==> src/rtl/core/ciqs_pkg.sv <==
// Shared types, constants and table generation functions of the chirp I/Q synthesizer.
package ciqs_pkg;

	localparam int unsigned BESSEL_TABLE_DEPTH_DEF = 1024;
	localparam int unsigned COS_TABLE_DEPTH_DEF    = 1024;
	localparam int unsigned QUEUE_DEPTH            = 2;
	localparam int unsigned REG_INDEX_W            = 3;

	localparam logic [31:0] PITCH_GAIN_ONE = 32'h0100_0000;
	localparam logic [31:0] QUARTER_TURN   = 32'h4000_0000;

	localparam longint      ONE_Q30           = 64'sd1073741824;
	localparam logic [63:0] HALF_PI_Q30       = 64'd1686629713;
	localparam logic [63:0] TURNS_PER_RAD_Q32 = 64'd683565276;
	localparam logic [63:0] MASK32            = 64'h0000_0000_FFFF_FFFF;

	typedef enum logic [REG_INDEX_W-1:0] {
		REG_START_PHASE      = 3'd0,
		REG_LO_PHASE_STEP    = 3'd1,
		REG_START_FREQ_STEP  = 3'd2,
		REG_CHIRP_STEP       = 3'd3,
		REG_PITCH_GAIN       = 3'd4,
		REG_AMPLITUDE_SCALE  = 3'd5,
		REG_BESSEL_ARG_SCALE = 3'd6
	} reg_index_t;

	typedef struct packed {
		logic               start_req;
		logic signed [31:0] sample_i_in;
		logic signed [31:0] sample_q_in;
	} ciqs_in_t;

	typedef struct packed {
		logic signed [31:0] sample_i_out;
		logic signed [31:0] sample_q_out;
		logic               saturated;
	} ciqs_out_t;

	typedef struct packed {
		logic [31:0]        start_phase;
		logic [31:0]        lo_phase_step;
		logic [31:0]        start_freq_step;
		logic signed [31:0] chirp_step;
		logic [31:0]        pitch_gain;
		logic [15:0]        amplitude_scale;
		logic [31:0]        bessel_arg_scale;
	} ciqs_cfg_t;

	typedef struct packed {
		logic               start_req;
		logic [31:0]        freq_step;
		logic [31:0]        osc_phase;
		logic signed [31:0] sample_i;
		logic signed [31:0] sample_q;
	} ciqs_work_t;

	// Taylor term divisor (2n-1)*2n
	function automatic logic [63:0] taylor_div(input logic [63:0] v, input int n);
		case (n)
			1:       return v / 64'd2;
			2:       return v / 64'd12;
			3:       return v / 64'd30;
			4:       return v / 64'd56;
			5:       return v / 64'd90;
			6:       return v / 64'd132;
			7:       return v / 64'd182;
			8:       return v / 64'd240;
			9:       return v / 64'd306;
			default: return v / 64'd380;
		endcase
	endfunction

	// cosine over one quadrant, u in quarter turns Q30, result Q30
	function automatic longint quarter_cos(input logic [63:0] u);
		logic [63:0] x;
		logic [63:0] x2;
		logic [63:0] term;
		longint      sum;
		x    = (u * HALF_PI_Q30) >> 30;
		x2   = (x * x) >> 30;
		term = 64'(ONE_Q30);
		sum  = ONE_Q30;
		for (int n = 1; n <= 10; n++) begin
			term = taylor_div((term * x2) >> 30, n);
			if (n[0]) begin
				sum = sum - longint'(term);
			end else begin
				sum = sum + longint'(term);
			end
		end
		if (sum < 0) begin
			sum = 0;
		end
		if (sum > ONE_Q30) begin
			sum = ONE_Q30;
		end
		return sum;
	endfunction

	// cosine of a phase in turns/2^32, Q2.30
	function automatic logic signed [31:0] fine_cos(input logic [31:0] p);
		logic [63:0] r;
		logic [63:0] rc;
		longint      v;
		r  = {34'd0, p[29:0]};
		rc = 64'(ONE_Q30) - r;
		case (p[31:30])
			2'd0:    v = quarter_cos(r);
			2'd1:    v = -quarter_cos(rc);
			2'd2:    v = -quarter_cos(r);
			default: v = quarter_cos(rc);
		endcase
		return 32'(v);
	endfunction

	// j0 by a 64 point trapezoid mean, x in Q26 rad
	function automatic logic signed [31:0] bessel_entry(input logic [63:0] x);
		longint      sum;
		longint      s;
		logic [63:0] amag;
		logic [63:0] a;
		logic [63:0] ph;
		logic [63:0] biased;
		sum = 0;
		for (int m = 0; m < 64; m++) begin
			s    = longint'(fine_cos(32'((64'(m) << 26) - 64'(ONE_Q30))));
			amag = (s < 0) ? 64'(-s) : 64'(s);
			a    = (x * amag) >> 30;
			ph   = ((a * TURNS_PER_RAD_Q32) >> 26) & MASK32;
			sum  = sum + longint'(fine_cos(ph[31:0]));
		end
		biased = 64'(sum + 64 * ONE_Q30);
		return 32'(longint'((biased + 64'd32) >> 6) - ONE_Q30);
	endfunction

endpackage

==> src/rtl/core/ciqs_fifo.sv <==
// Small first-in first-out queue with full and empty flags.
module ciqs_fifo #(
	parameter int unsigned Width = 1,
	parameter int unsigned Depth = ciqs_pkg::QUEUE_DEPTH
) (
	input  logic             clk,
	input  logic             arst_n,
	input  logic             wr,
	input  logic [Width-1:0] wdata,
	output logic             full,
	input  logic             rd,
	output logic [Width-1:0] rdata,
	output logic             empty
);

	localparam int unsigned AW = $clog2(Depth);
	localparam int unsigned CW = $clog2(Depth + 1);

	logic [Width-1:0] mem_q [Depth];
	logic [AW-1:0]    wr_ptr_q;
	logic [AW-1:0]    rd_ptr_q;
	logic [CW-1:0]    count_q;
	logic             do_wr;
	logic             do_rd;

	assign full  = (count_q == CW'(Depth));
	assign empty = (count_q == '0);
	assign do_wr = wr && !full;
	assign do_rd = rd && !empty;
	assign rdata = mem_q[rd_ptr_q];

	always_ff @(posedge clk) begin
		if (do_wr) begin
			mem_q[wr_ptr_q] <= wdata;
		end
	end

	always_ff @(posedge clk or negedge arst_n) begin
		if (!arst_n) begin
			wr_ptr_q <= '0;
			rd_ptr_q <= '0;
			count_q  <= '0;
		end else begin
			if (do_wr) begin
				wr_ptr_q <= (wr_ptr_q == AW'(Depth - 1)) ? '0 : wr_ptr_q + 1'b1;
			end
			if (do_rd) begin
				rd_ptr_q <= (rd_ptr_q == AW'(Depth - 1)) ? '0 : rd_ptr_q + 1'b1;
			end
			if (do_wr && !do_rd) begin
				count_q <= count_q + 1'b1;
			end else if (do_rd && !do_wr) begin
				count_q <= count_q - 1'b1;
			end
		end
	end

endmodule

==> config.mk <==
export PLATFORM = sky130hd
export DESIGN_NAME = ciqs_fifo
export DESIGN_NICKNAME = d
export VERILOG_FILES = /design/src/rtl/core/ciqs_pkg.sv /design/src/rtl/core/ciqs_fifo.sv
export SDC_FILE = /design/constraint.sdc
export NUM_CORES = 1
export LEC_CHECK = 0
export BUFFER_PORTS_ARGS = -buffer_cell sky130_fd_sc_hd__clkbuf_2
export CAP_MARGIN = 20
export CORE_AREA = 4 4 41 43
export DETAILED_ROUTE_END_ITERATION = 12
export DIE_AREA = 0 0 45 47
export SYNTH_ARGS = -nofsm -noshare
export SYNTH_HDL_FRONTEND = slang
export SYNTH_SLANG_ARGS = --single-unit
==> constraint.sdc <==
create_clock -name clk -period 1.35 [get_ports clk]
set_input_delay 0.0675 -clock clk [delete_from_list [all_inputs] [get_ports clk]]
set_output_delay 0.0675 -clock clk [all_outputs]
set_load 0.01 [all_outputs]
**Yosys cells after proc, flatten, opt, wreduce, memory -nomap -nowiden**

Memory sizes are Yosys's and may differ from the RTL's.
Cells that the tools add are included.

- Flip-flop bits (word level): 4
- Output and inout port bits: 3
- Memories: 1
- RAM bits: 2
- Bits in read-only memories: 0
- Logic and storage cells: 25
- Bits in latches: 0
- Input port bits: 5

- Eq/ne operators: 1
- $lt $le $gt $ge: 0
- Reduce and logical (&&, ||, !) cells: 10
- Multiply operators: 0
- Multiplexer cells: 6
- Shift operators: 0
- Bitwise operators: 0
- Add/sub/neg operators: 4
- Div/mod/pow operators: 0

Memory list:

| name | depth | bits a word | read ports | clocked after memory_dff | wr ports | RTL line | RTL |
|---|---|---|---|---|---|---|---|
| mem_q | 2 | 1 | 1 | 0 | 1 | ciqs_fifo.sv:19 | `logic [Width-1:0] mem_q [Depth];` |

Operators with widths:

| kind | number |
|---|---|
| $logic_and A1 B1 Y1 | 4 |
| $logic_not A1 Y1 | 4 |
| $mux W1 | 4 |
| $mux W2 | 2 |
| $add A1 B1 Y1 const B | 2 |
| $add A2 B1 Y2 const B | 1 |
| $eq A2 B2 Y1 const B | 1 |
| $logic_not A2 Y1 | 1 |
| $reduce_bool A2 Y1 | 1 |
| $sub A2 B1 Y2 const B | 1 |

**Logic depth before layout (Yosys ltp)**

- Word-level depth: 7
- Mapped depth: 7
- Depth with buffers taken out: 7

**Worst setup path before layout**

Ideal clock, no wire load.

- Path type: reg2reg
- Start point: register count_q[0]
- End point: register count_q[1]
- Buffers on the path: 0
- Setup time: 0.079 ns
- Data required time: 1.271 ns
- Clock period less this slack: 1.361 ns
- Stages on the path, launching flop included: 7
- Setup slack: -0.011 ns
- Arrival: 1.282 ns
- Cells stage by stage: dfrtp_1 nand2b_1 nand2_1 inv_1 ha_1 nor2_1 xor2_1

- Word-level cells in the longest chain between the ends: 6
- Elaborated cells between the ends (all ways): 15
- Classes of those cells: add/sub (2); eq/ne (1); mux (2); reduce/logical (10)

Ends and longest elaborated chain:

| element | RTL line | RTL |
|---|---|---|
| start: declaration | ciqs_fifo.sv:22 | `logic [CW-1:0] count_q;` |
| start signal: assignment | ciqs_fifo.sv:51 | `count_q <= count_q + 1'b1;` |
| start signal: assignment | ciqs_fifo.sv:53 | `count_q <= count_q - 1'b1;` |
| $eq A2 B2 Y1 or $logic_not A2 Y1 (tied branches) | ciqs_fifo.sv:26, ciqs_fifo.sv:27 |  |
| $logic_not A1 Y1, on equally long branches | ciqs_fifo.sv:28, ciqs_fifo.sv:29 |  |
| $logic_and A1 B1 Y1, on equally long branches | ciqs_fifo.sv:28, ciqs_fifo.sv:29 |  |
| $logic_not A1 Y1, on equally long branches | ciqs_fifo.sv:52, ciqs_fifo.sv:50 |  |
| $logic_and A1 B1 Y1, on equally long branches | ciqs_fifo.sv:52, ciqs_fifo.sv:50 |  |
| $reduce_bool A2 Y1 (no line) or $mux W2 (tied branches) | -- |  |

Several ways; a longest one is shown, not always the timed one. The select of a mux whose other input is x is not followed.
A chain may end at the register's enable or synchronous reset.

**Worst setup path after layout**

Ends and elaborated chain as after synthesis.

==> results.cfg <==
[yosys]
ys_types = 12
synth_commonest_cells = dfrtp_1 (4), nor2_1 (3), xnor2_1 (3)
synth_area_um2 = 268
ys_warn_count = 0
synth_top_area_share_pct = 37.4
synth-edff-count = 2
synth-seq-cells = 6
async_flop_share_pct = 66.7
synth_area_leader_cell = dfrtp_1
avgSynthCellArea_um2 = 12.2
synth_area_leaders = dfrtp_1 (37%), edfxtp_1 (22%), xnor2_1 (9.8%)
ys.flop_type = dfrtp_1
synthCells = 22
ys_seq_area_share_pct = 59.8
synth_nets = 28
yosysMostFrequentCell = dfrtp_1

[clocking]
clk_latency_ns = 0.25
clockBufferDepth = 2
path_clk_slew_ns = 0.05
root_buffer = clkbuf_4
ctsHtreeMaxLevel = 1
cts_tree = yes
cts_buffers = 3
clock-sinks = 6

[critical_path]
worstReg2RegEnd = count_q[1]
cp_max_fo = 3
arrival_ns = 1.48
r2r-start = count_q[0]
reg2reg_slack_ns = 0.03
required_ns = 1.51
cp-start-kind = register
reg2reg_depth = 7
worstSetupEndpointType = register
critical_path_class = register to register

[sta]
max_freq_ghz = 0.759
hold_viol_final = 0
period_share_pct = 97.6
worstMarginPinSlew_ns = 0.161
finalSetupViolations = 0
period_needed_ns = 1.32
slew_violations = 0
worst_slew_margin_rel_pct = 89.3
final.setup_skew_ns = 0.00817
whs_ns = 0.0155

[global_route]
grt_overflow = 0
grt_pass1_vias = 215
antenna_found_initial = 0
grt_max_degree = 5
track_usage_pct = 6.60
grt_pass1_wl_um = 862

[routing]
viasPerCell = 3.89
wire_per_inst_um = 10.5
drtAntennaViolNets = 0
wl_um = 586
dr.pass1.iters = 1
drt_iter0_drc = 0
dr_total_vias = 218
drc = 0

[floorplanning]
rows = 13
core_area_um2 = 1300
die_x_um = 45
start_util_pct = 20.6
design.portCount = 8
fp.dieArea_um2 = 2120
dieHeight_um = 47

[pwr]
p_total_w = 0.00107
power.switching_w = 0.000357
p_leak_nw = 0.214
p_per_area_nw_per_um2 = 2390
p_int_w = 0.000715
clock_power_share_pct = 17.1
p_seq_share_pct = 33.6
power_frac_comb_pct = 49.3
p_sw_share_pct = 33.3
vdd_ir_drop_max_mv = 0.901

[hold_path]
min_path_cells = 1
hp-class = input pin to register
hold_end = mem_q[1]
hp-start = wdata

[finish]
nets = 48
area.growth.synth_to_final_pct = 67.8
drive_above_1_share_pct = 58.5
fin_cells = 56
final_core_util_pct = 34.5
antenna_cells = 0
fill_cells = 146

[outcome]
run_status = finished clean

[placement]
place_congestion = 0.647
dp.cells = 48
port_buffers = 7

[run]
cap_violations = 0
[timing repair]
item                                   in CTS  in global routing
resized for setup                           0                  8
buffers inserted                            2                  1
endpoints found under the hold margin       4                  0
gates cloned                                0                  0
pin swaps                                   0                  1
setup endpoints to repair                   1                  1
hold buffers                                1                  0
[area by class of cell]
| cell class | count | area (um2) | share of cell area, % |
|---|---|---|---|
| clock buffers | 4 | 26.3 | 5.85 |
| well taps | 15 | 18.8 | 4.18 |
| repair buffers | 15 | 101 | 22.6 |
| multi-input cells | 14 | 134 | 29.8 |
| inverters | 2 | 7.51 | 1.67 |
| flip-flops and latches | 6 | 161 | 35.9 |
[worst max path at each step]
| stage | cells after the start | start | end | slack [ns] |
|---|---|---|---|---|
| final | 7 | count_q[0] | count_q[1] | 0.03 |
| after global routing | 7 | count_q[0] | count_q[1] | -0.03 |
| after CTS | 7 | count_q[0] | count_q[1] | 0.01 |
| after detailed placement | 7 | count_q[0] | count_q[1] | -0.01 |
| after global placement | 6 | count_q[0] | count_q[1] | 0.01 |
| after floorplan | 6 | count_q[0] | count_q[1] | 0.003 |
[critical path, stage by stage, from the launching register on]
cell      delay, ns
dfrtp_1        0.41
nand2b_4       0.16
nand2_2        0.07
inv_2          0.05
ha_4           0.15
xor2_1         0.13
nor2_1         0.13
xor2_1         0.15
[registers in the layout, indices dropped and copies added (netlist names)]
register,flops
count_q,2
mem_q,2
rd_ptr_q,1
wr_ptr_q,1
[stage by stage]
step	instance area, um2	setup TNS, ns	worst slack, ns
after floorplan	270	0	0.00321
after global placement	354	0	0.0129
after detailed placement	354	-0.0119	-0.0119
after CTS	405	0	0.0129
after global routing	449	-0.0269	-0.0269
final	449	0	0.0324
[cell usage in the layout, fill, tap and decap left out, drive strengths merged]
cell type	instances
clkbuf	11
buf	7
dfrtp	4
nor2	3
xnor2	3
xor2	2
edfxtp	2
inv	2
mux2	1
nand2b	1
nand2	1
o21ai	1
and3	1
ha	1
dlygate4sd3	1
[power by group through the flow]
stage / logic, W / clock network, W / registers (W)
after floorplan: 0.000236 / 0 / 0.000331
after global placement: 0.000381 / 0 / 0.000340
after detailed placement: 0.000380 / 0 / 0.000343
after CTS: 0.000435 / 0.000189 / 0.000333
after global routing: 0.000574 / 0.000212 / 0.000372
final: 0.000528 / 0.000183 / 0.000360
[layer usage]
| metal | GRT usage [%] | part of all wire (%) | vias to the layer above |
|---|---|---|---|
| li1 | - | - | 109 |
| met1 | 5.80 | 40 | 99 |
| met2 | 9.60 | 50 | 8 |
| met3 | 5.75 | 8.4 | 2 |
| met4 | 5.26 | 0.85 | 0 |
| met5 | 0 | 0 | - |
[cells by family (layout without fill, tap and decap cells)]
family          after synthesis  after routing  share of synthesized area [%]
flops                         6              6                           59.8
buf+inv                       2             21                           2.80
mux                           1              1                           4.21
simple gates                  6              6                           10.3
xor+xnor                      5              5                           16.4
compound gates                1              1                           1.87
fa+ha+maj                     1              1                           4.67
Power figures use the tool's default switching activity.
