==> config.mk <==
export PLATFORM = sky130hd
export DESIGN_NAME = ciqs_front
export DESIGN_NICKNAME = d
export VERILOG_FILES = /design/src/rtl/core/ciqs_pkg.sv /design/src/rtl/core/ciqs_front.sv
export SDC_FILE = /design/constraint.sdc
export NUM_CORES = 1
export LEC_CHECK = 0
export ABC_AREA = 1
export BUFFER_PORTS_ARGS = -buffer_cell sky130_fd_sc_hd__buf_2
export CORE_UTILIZATION = 56
export DETAILED_ROUTE_END_ITERATION = 8
export GPL_TIMING_DRIVEN = 1
export PLACE_DENSITY = 0.85
export SYNTH_ARGS = -nofsm -noshare
export SYNTH_HDL_FRONTEND = slang
export SYNTH_SLANG_ARGS = --single-unit
==> constraint.sdc <==
create_clock -name clk -period 4.8 [get_ports clk]
set_input_delay 0.72 -clock clk [delete_from_list [all_inputs] [get_ports clk]]
set_output_delay 0.72 -clock clk [all_outputs]
set_load 0.02 [all_outputs]
==> src/rtl/core/ciqs_pkg.sv <==
// Shared types, constants and table generation functions of the chirp I/Q synthesizer.
package ciqs_pkg;

	localparam int unsigned BESSEL_TABLE_DEPTH_DEF = 1024;
	localparam int unsigned COS_TABLE_DEPTH_DEF    = 1024;
	localparam int unsigned QUEUE_DEPTH            = 2;
	localparam int unsigned REG_INDEX_W            = 3;

	localparam logic [31:0] PITCH_GAIN_ONE = 32'h0100_0000;
	localparam logic [31:0] QUARTER_TURN   = 32'h4000_0000;

	localparam longint      ONE_Q30           = 64'sd1073741824;
	localparam logic [63:0] HALF_PI_Q30       = 64'd1686629713;
	localparam logic [63:0] TURNS_PER_RAD_Q32 = 64'd683565276;
	localparam logic [63:0] MASK32            = 64'h0000_0000_FFFF_FFFF;

	typedef enum logic [REG_INDEX_W-1:0] {
		REG_START_PHASE      = 3'd0,
		REG_LO_PHASE_STEP    = 3'd1,
		REG_START_FREQ_STEP  = 3'd2,
		REG_CHIRP_STEP       = 3'd3,
		REG_PITCH_GAIN       = 3'd4,
		REG_AMPLITUDE_SCALE  = 3'd5,
		REG_BESSEL_ARG_SCALE = 3'd6
	} reg_index_t;

	typedef struct packed {
		logic               start_req;
		logic signed [31:0] sample_i_in;
		logic signed [31:0] sample_q_in;
	} ciqs_in_t;

	typedef struct packed {
		logic signed [31:0] sample_i_out;
		logic signed [31:0] sample_q_out;
		logic               saturated;
	} ciqs_out_t;

	typedef struct packed {
		logic [31:0]        start_phase;
		logic [31:0]        lo_phase_step;
		logic [31:0]        start_freq_step;
		logic signed [31:0] chirp_step;
		logic [31:0]        pitch_gain;
		logic [15:0]        amplitude_scale;
		logic [31:0]        bessel_arg_scale;
	} ciqs_cfg_t;

	typedef struct packed {
		logic               start_req;
		logic [31:0]        freq_step;
		logic [31:0]        osc_phase;
		logic signed [31:0] sample_i;
		logic signed [31:0] sample_q;
	} ciqs_work_t;

	// Taylor term divisor (2n-1)*2n
	function automatic logic [63:0] taylor_div(input logic [63:0] v, input int n);
		case (n)
			1:       return v / 64'd2;
			2:       return v / 64'd12;
			3:       return v / 64'd30;
			4:       return v / 64'd56;
			5:       return v / 64'd90;
			6:       return v / 64'd132;
			7:       return v / 64'd182;
			8:       return v / 64'd240;
			9:       return v / 64'd306;
			default: return v / 64'd380;
		endcase
	endfunction

	// cosine over one quadrant, u in quarter turns Q30, result Q30
	function automatic longint quarter_cos(input logic [63:0] u);
		logic [63:0] x;
		logic [63:0] x2;
		logic [63:0] term;
		longint      sum;
		x    = (u * HALF_PI_Q30) >> 30;
		x2   = (x * x) >> 30;
		term = 64'(ONE_Q30);
		sum  = ONE_Q30;
		for (int n = 1; n <= 10; n++) begin
			term = taylor_div((term * x2) >> 30, n);
			if (n[0]) begin
				sum = sum - longint'(term);
			end else begin
				sum = sum + longint'(term);
			end
		end
		if (sum < 0) begin
			sum = 0;
		end
		if (sum > ONE_Q30) begin
			sum = ONE_Q30;
		end
		return sum;
	endfunction

	// cosine of a phase in turns/2^32, Q2.30
	function automatic logic signed [31:0] fine_cos(input logic [31:0] p);
		logic [63:0] r;
		logic [63:0] rc;
		longint      v;
		r  = {34'd0, p[29:0]};
		rc = 64'(ONE_Q30) - r;
		case (p[31:30])
			2'd0:    v = quarter_cos(r);
			2'd1:    v = -quarter_cos(rc);
			2'd2:    v = -quarter_cos(r);
			default: v = quarter_cos(rc);
		endcase
		return 32'(v);
	endfunction

	// j0 by a 64 point trapezoid mean, x in Q26 rad
	function automatic logic signed [31:0] bessel_entry(input logic [63:0] x);
		longint      sum;
		longint      s;
		logic [63:0] amag;
		logic [63:0] a;
		logic [63:0] ph;
		logic [63:0] biased;
		sum = 0;
		for (int m = 0; m < 64; m++) begin
			s    = longint'(fine_cos(32'((64'(m) << 26) - 64'(ONE_Q30))));
			amag = (s < 0) ? 64'(-s) : 64'(s);
			a    = (x * amag) >> 30;
			ph   = ((a * TURNS_PER_RAD_Q32) >> 26) & MASK32;
			sum  = sum + longint'(fine_cos(ph[31:0]));
		end
		biased = 64'(sum + 64 * ONE_Q30);
		return 32'(longint'((biased + 64'd32) >> 6) - ONE_Q30);
	endfunction

endpackage

==> src/rtl/core/ciqs_front.sv <==
// Front end: configuration registers, LO phase and frequency ramp per accepted beat.
module ciqs_front (
	input  logic                                  clk,
	input  logic                                  arst_n,
	input  logic                                  wr_en,
	input  logic [ciqs_pkg::REG_INDEX_W-1:0]      wr_index,
	input  logic [31:0]                           wr_data,
	input  logic                                  take,
	input  ciqs_pkg::ciqs_in_t                    item,
	output ciqs_pkg::ciqs_cfg_t                   cfg,
	output ciqs_pkg::ciqs_work_t                  work
);

	ciqs_pkg::ciqs_cfg_t cfg_q;
	logic [31:0]         osc_phase_q;
	logic [31:0]         freq_q;
	logic [31:0]         base_lo;
	logic [31:0]         base_freq;
	logic [33:0]         freq_sum;
	logic [31:0]         freq_next;
	logic [31:0]         lo_next;

	assign cfg = cfg_q;

	always_comb begin
		base_lo   = item.start_req ? 32'd0 : osc_phase_q;
		base_freq = item.start_req ? cfg_q.start_freq_step : freq_q;
		lo_next   = base_lo + cfg_q.lo_phase_step;
		freq_sum  = {2'b00, base_freq} + {{2{cfg_q.chirp_step[31]}}, cfg_q.chirp_step};
		if (freq_sum[33]) begin
			freq_next = '0;
		end else if (freq_sum[32]) begin
			freq_next = '1;
		end else begin
			freq_next = freq_sum[31:0];
		end
		work.start_req = item.start_req;
		work.freq_step = freq_next;
		work.osc_phase = lo_next;
		work.sample_i  = item.sample_i_in;
		work.sample_q  = item.sample_q_in;
	end

	always_ff @(posedge clk or negedge arst_n) begin
		if (!arst_n) begin
			cfg_q.start_phase      <= '0;
			cfg_q.lo_phase_step    <= '0;
			cfg_q.start_freq_step  <= '0;
			cfg_q.chirp_step       <= '0;
			cfg_q.pitch_gain       <= ciqs_pkg::PITCH_GAIN_ONE;
			cfg_q.amplitude_scale  <= '0;
			cfg_q.bessel_arg_scale <= '0;
		end else if (wr_en) begin
			case (wr_index)
				ciqs_pkg::REG_START_PHASE:      cfg_q.start_phase      <= wr_data;
				ciqs_pkg::REG_LO_PHASE_STEP:    cfg_q.lo_phase_step    <= wr_data;
				ciqs_pkg::REG_START_FREQ_STEP:  cfg_q.start_freq_step  <= wr_data;
				ciqs_pkg::REG_CHIRP_STEP:       cfg_q.chirp_step       <= wr_data;
				ciqs_pkg::REG_PITCH_GAIN:       cfg_q.pitch_gain       <= wr_data;
				ciqs_pkg::REG_AMPLITUDE_SCALE:  cfg_q.amplitude_scale  <= wr_data[15:0];
				ciqs_pkg::REG_BESSEL_ARG_SCALE: cfg_q.bessel_arg_scale <= wr_data;
				default: ;
			endcase
		end
	end

	always_ff @(posedge clk or negedge arst_n) begin
		if (!arst_n) begin
			osc_phase_q <= '0;
			freq_q      <= '0;
		end else if (take) begin
			osc_phase_q <= lo_next;
			freq_q      <= freq_next;
		end
	end

endmodule

---- Yosys cells after proc, flatten, opt, wreduce, memory -nomap -nowiden ----
Cells that the tools add are included.
operators by class
  add/subtract/negate cells ............... 2
  eq/ne operators ......................... 6
  muxes and demuxes ....................... 4
  reduce and logical (&&, ||, !) cells .... 8
operators by type and width
  kind                                                                   number
  32-bit 2-to-1 mux                                                      4
  33-bit by 32-bit adder with 34-bit output                              1
  32-bit adder                                                           1
  2-bit AND reduction                                                    7
  3-bit equality test, second input constant                             3
  3-bit by 2-bit equality test with 1-bit output, second input constant  2
  3-bit by 1-bit equality test with 1-bit output, second input constant  1
  3-bit logical NOT                                                      1
storage, ports and cells
  register bits after elaboration ......... 272
  input port bits ......................... 104
  output and inout bits ................... 337
  logic and storage cells ................. 29

---- Longest topological paths before layout ----
  word-level depth ........................ 4
  gate-level depth with buffers ........... 22
  gate-level depth less buffers ........... 19

---- Worst setup path after synthesis ----
Ideal clock, no wire load.
  path type ............................... input to output
  start ................................... in item[64] (netlist name)
  end ..................................... out work[127] (netlist name)
  data arrival time ....................... 3.148 ns
  data required time ...................... 4.080 ns
  path slack .............................. 0.932 ns
  stages on the path ...................... 18
  buffers on the path ..................... 3
  cells stage by stage .................... clkbuf_1 > inv_1 > clkbuf_1 > nand2_1 > nand2_1 > fa_1 > nand2_1 > nand2_1 > nand3_1 > nand2_2 > nand2_1 > nand2_2 > nand2_2 > nand2_1 > nand2_2 > nand2_4 > buf_4 > a21oi_1
RTL lines
  what                RTL line          RTL
  start: declaration  ciqs_front.sv:9   input ciqs_pkg::ciqs_in_t item,
  end: declaration    ciqs_front.sv:11  output ciqs_pkg::ciqs_work_t work

==> results.md <==
* Fin nets at 2567
* Fin util at 0.656
* Mapped Avg Cell Area at roughly 7.3 µm²
* CTS tree: built
* Sw Ratio at 0.451
* Vias in the first global route at roughly 14000
* Post-CTS Resized at 0
* Slew at the pin closest to its max-slew limit at 1.14 ns
* Busiest grt layer: met2
* Post-CTS setup buffers at 0
* Max Cap Violations at 0
* TritonRoute pass-1 iters at 7
* DR vias/cell at around 5.5
* Crit path DAT at about 3.5 ns
* Area Growth Syn to Fin at 14.7%
* Met2 Use GR at 0.561
* Status: completed
* Final min period at 4.20 ns
* Final hold viol count at 0
* Number of CTS-inserted buffers at 29
* Relative slew slack at 0.239
* Most frequent cells in the layout: nand2_1 (778), buf_2 (311), dfrtp_1 (271)
* Cells after synthesis at ~2200
* Initial Utilization at 0.572
* Post-Synth Adder-Cell Area at 0.0526
* Yosys cell types at 36
* Synth Area in Compound Gates at 0.123
* CTS Sinks at about 270
* Peak VDD IR at roughly 0.00036 V
* Root buffer cell: clkbuf_16
* Leak at 10.2 nW
* Row cnt at a little over 60
* R2R Path End: freq_q[9]
* Register share of total power at 0.314
* RSZ-0062 raised after global routing: no
* Number of I/O port buffers at between 300 and 400
* Internal power at roughly 5.8 mW
* Mapped cell area at around 16000 µm²
* Power share of the combinational group at 0.465
* Register-to-Register Path Depth at 17
* Setup tns final at 0 ns
* Number of synthesized flops with an enable pin at 0
* Die width at roughly 170 µm
* Reg2reg setup slack at 1.91 ns
* Post-placement cell count at 2744
* Htree depth at 1
* Largest family of logic cells by synthesized area: simple AND/OR/NAND/NOR gates
* Hold-fix buffers at CTS at 0
* Layout Skew at around 0.018 ns
* Die H at 171 µm
* Met3 Use GR at 0.0474
* # IOs at 441
* Pins Over Slew Limit at 0
* Min-delay worst type: in2async
* Final setup violation count at 0
* Share of cells above drive strength 1 at 0.181
* Detailed Route Iter0 Violations at 1275
* Final ANT Viol Nets at 0
* Non-Filler Instances at around 2800
* Core area at between 20000 and 30000 µm²
* Worst-path maximum fanout at between 60 and 70
* Routed WL at about 51000 µm
* Mux share of post-synthesis cell area at 0
* Async S/R FF share, synth at 1.00
* Switching power at about 4.8 mW
* Syn_nets at 2353
* DR WL/cell at between 15 and 20 µm
* Clk pwr share at 0.221
* First-pass GRT wire length at just under 80000 µm
* Gr ovfl total at 0
* Commonest non-fill, non-tap cell in the layout: nand2_1
* Worst EP required at 4.08 ns
* Fmax at 238 MHz
* Seq/Total Area, Yosys at 0.426
* Synth Area in Simple Gates at 0.273
* Xor/xnor share of the synthesized area at 0.0181
* Kind of critical path: in2out
* Clock Path Buffers at 3
* Ys Warns at 0
* Die Area at about 30000 µm²
* Largest net degree at the start of global routing at between 100 and 150
* Routed vias at around 15000
* Final Cycle Share at 0.876
* Initial antenna violation count at 1
* Cell Pwr Density at 578 nW/µm²
* GP Congestion at around 1.1
* Skew-Pair Late Insertion Delay at just under 0.6 ns
* Worst Setup SP: item[64]
* Most used flip-flop cell after synthesis: dfrtp_1
* Number of synthesized register bits at approximately 270
* Tot GR Track Use at 0.353
* CP Launch Type: primary input
* Clock Pin Slew Worst Setup and Hold Paths at 0.07 ns
* Reg-to-reg startpoint: cfg[112]
* Worst Setup End Kind: output port
* Routing usage on met1 at 0.503
* DRC at 0
* HPWL after detailed placement at 38500 µm
==> power by group through the flow <==
stage                     combinational, mW  sequential (mW)  clock (mW)
after floorplan                        3.07             3.60           0
after global placement                 4.78             3.32           0
after detailed placement               4.86             3.32           0
after CTS                              4.89             3.29        2.36
after global routing                   5.42             3.37        2.46
final                                  4.92             3.32        2.34
==> critical path: stages <==
cell and delay (ns):
buf_2 0.11, buf_12 0.31, nand2_1 0.09, nand2_1 0.08
ha_1 0.28, nand2_1 0.18, inv_1 0.07, nand2_1 0.06
nand2_1 0.09, inv_1 0.07, nand2_1 0.09, inv_2 0.07
nand2_2 0.08, nand2_2 0.07, nand2_1 0.05, nand2_1 0.06
nand2_2 0.06, inv_2 0.60, a21oi_1 0.09, buf_2 0.20
==> how the worst max path moves through the flow <==
| stage | to | slack, ns | depth (start not counted) |
|---|---|---|---|
| after detailed placement | work[96] | 0.62 | 20 |
| after floorplan | work[127] | 0.93 | 18 |
| after global routing | work[96] | 0.31 | 20 |
| after global placement | work[117] | 0.67 | 14 |
| final | work[96] | 0.60 | 20 |
| after CTS | work[96] | 0.61 | 20 |
==> state kept, by name (all words and copies together), names as in the netlist <==
signal	count
osc_phase_q	32
cfg	208
freq_q	32
==> per-layer routing <==
| metal | vias up | wire, µm |
|---|---|---|
| li1 | 7258 | - |
| met1 | 7312 | 22000 |
| met2 | 754 | 23300 |
| met3 | 132 | 4630 |
| met4 | 0 | 1490 |
| met5 | - | 0 |
==> Yosys cell counts (5+ instances only) <==
| library cell | instances | share of area |
|---|---|---|
| nor3_1 | 19 | 0.0060 |
| inv_1 | 220 | 0.052 |
| nor2_1 | 120 | 0.028 |
| and2_1 | 16 | 0.0063 |
| clkbuf_1 | 60 | 0.014 |
| nand2_2 | 10 | 0.0039 |
| nand3b_1 | 14 | 0.0066 |
| nand2_1 | 783 | 0.18 |
| o21bai_1 | 5 | 0.0023 |
| ha_1 | 64 | 0.050 |
| buf_4 | 71 | 0.033 |
| dfrtp_1 | 271 | 0.42 |
| nand3_1 | 94 | 0.029 |
| buf_6 | 6 | 0.0042 |
| o21ai_0 | 259 | 0.081 |
| xor2_1 | 17 | 0.0093 |
| a21oi_1 | 63 | 0.020 |
| nand4_1 | 8 | 0.0031 |
| xnor2_1 | 16 | 0.0088 |
| a21oi_2 | 30 | 0.016 |
| inv_2 | 11 | 0.0026 |
==> cells by family after synthesis <==
family | count (synthesis)
adder cells (fa/ha/maj) | 66
XOR/XNOR | 33
flip-flops | 272
AND/OR/NAND/NOR | 1075
buffers and inverters | 372
AO/OA/AOI/OAI | 365
==> final cells by class <==
type                    instances  area (µm²)
diodes                          1        2.50
clock buffers                  43         828
clock inverters                11         159
fillers                      2554        9610
inverters                     232         871
multi-input cells            1539        7480
flip-flops and latches        272        6810
well taps                     378         473
repair buffers                323        1700
==> metrics by stage <==
| step | total power, mW | setup slack, ns | instance area, µm² | hold slack (ns) |
|---|---|---|---|---|
| 6_report | 10.6 | 0.595 | 18300 | 0.196 |
| 5_1_grt | 11.2 | 0.311 | 18300 | 0.277 |
| 4_1_cts | 10.5 | 0.615 | 18300 | 0.250 |
| 3_5_place_dp | 8.18 | 0.621 | 17300 | 0.466 |
| 3_3_place_gp | 8.11 | 0.673 | 17300 | 0.462 |
| 2_1_floorplan | 6.67 | 0.932 | 16000 | 0.424 |
(Power assumes the default switching activity.)
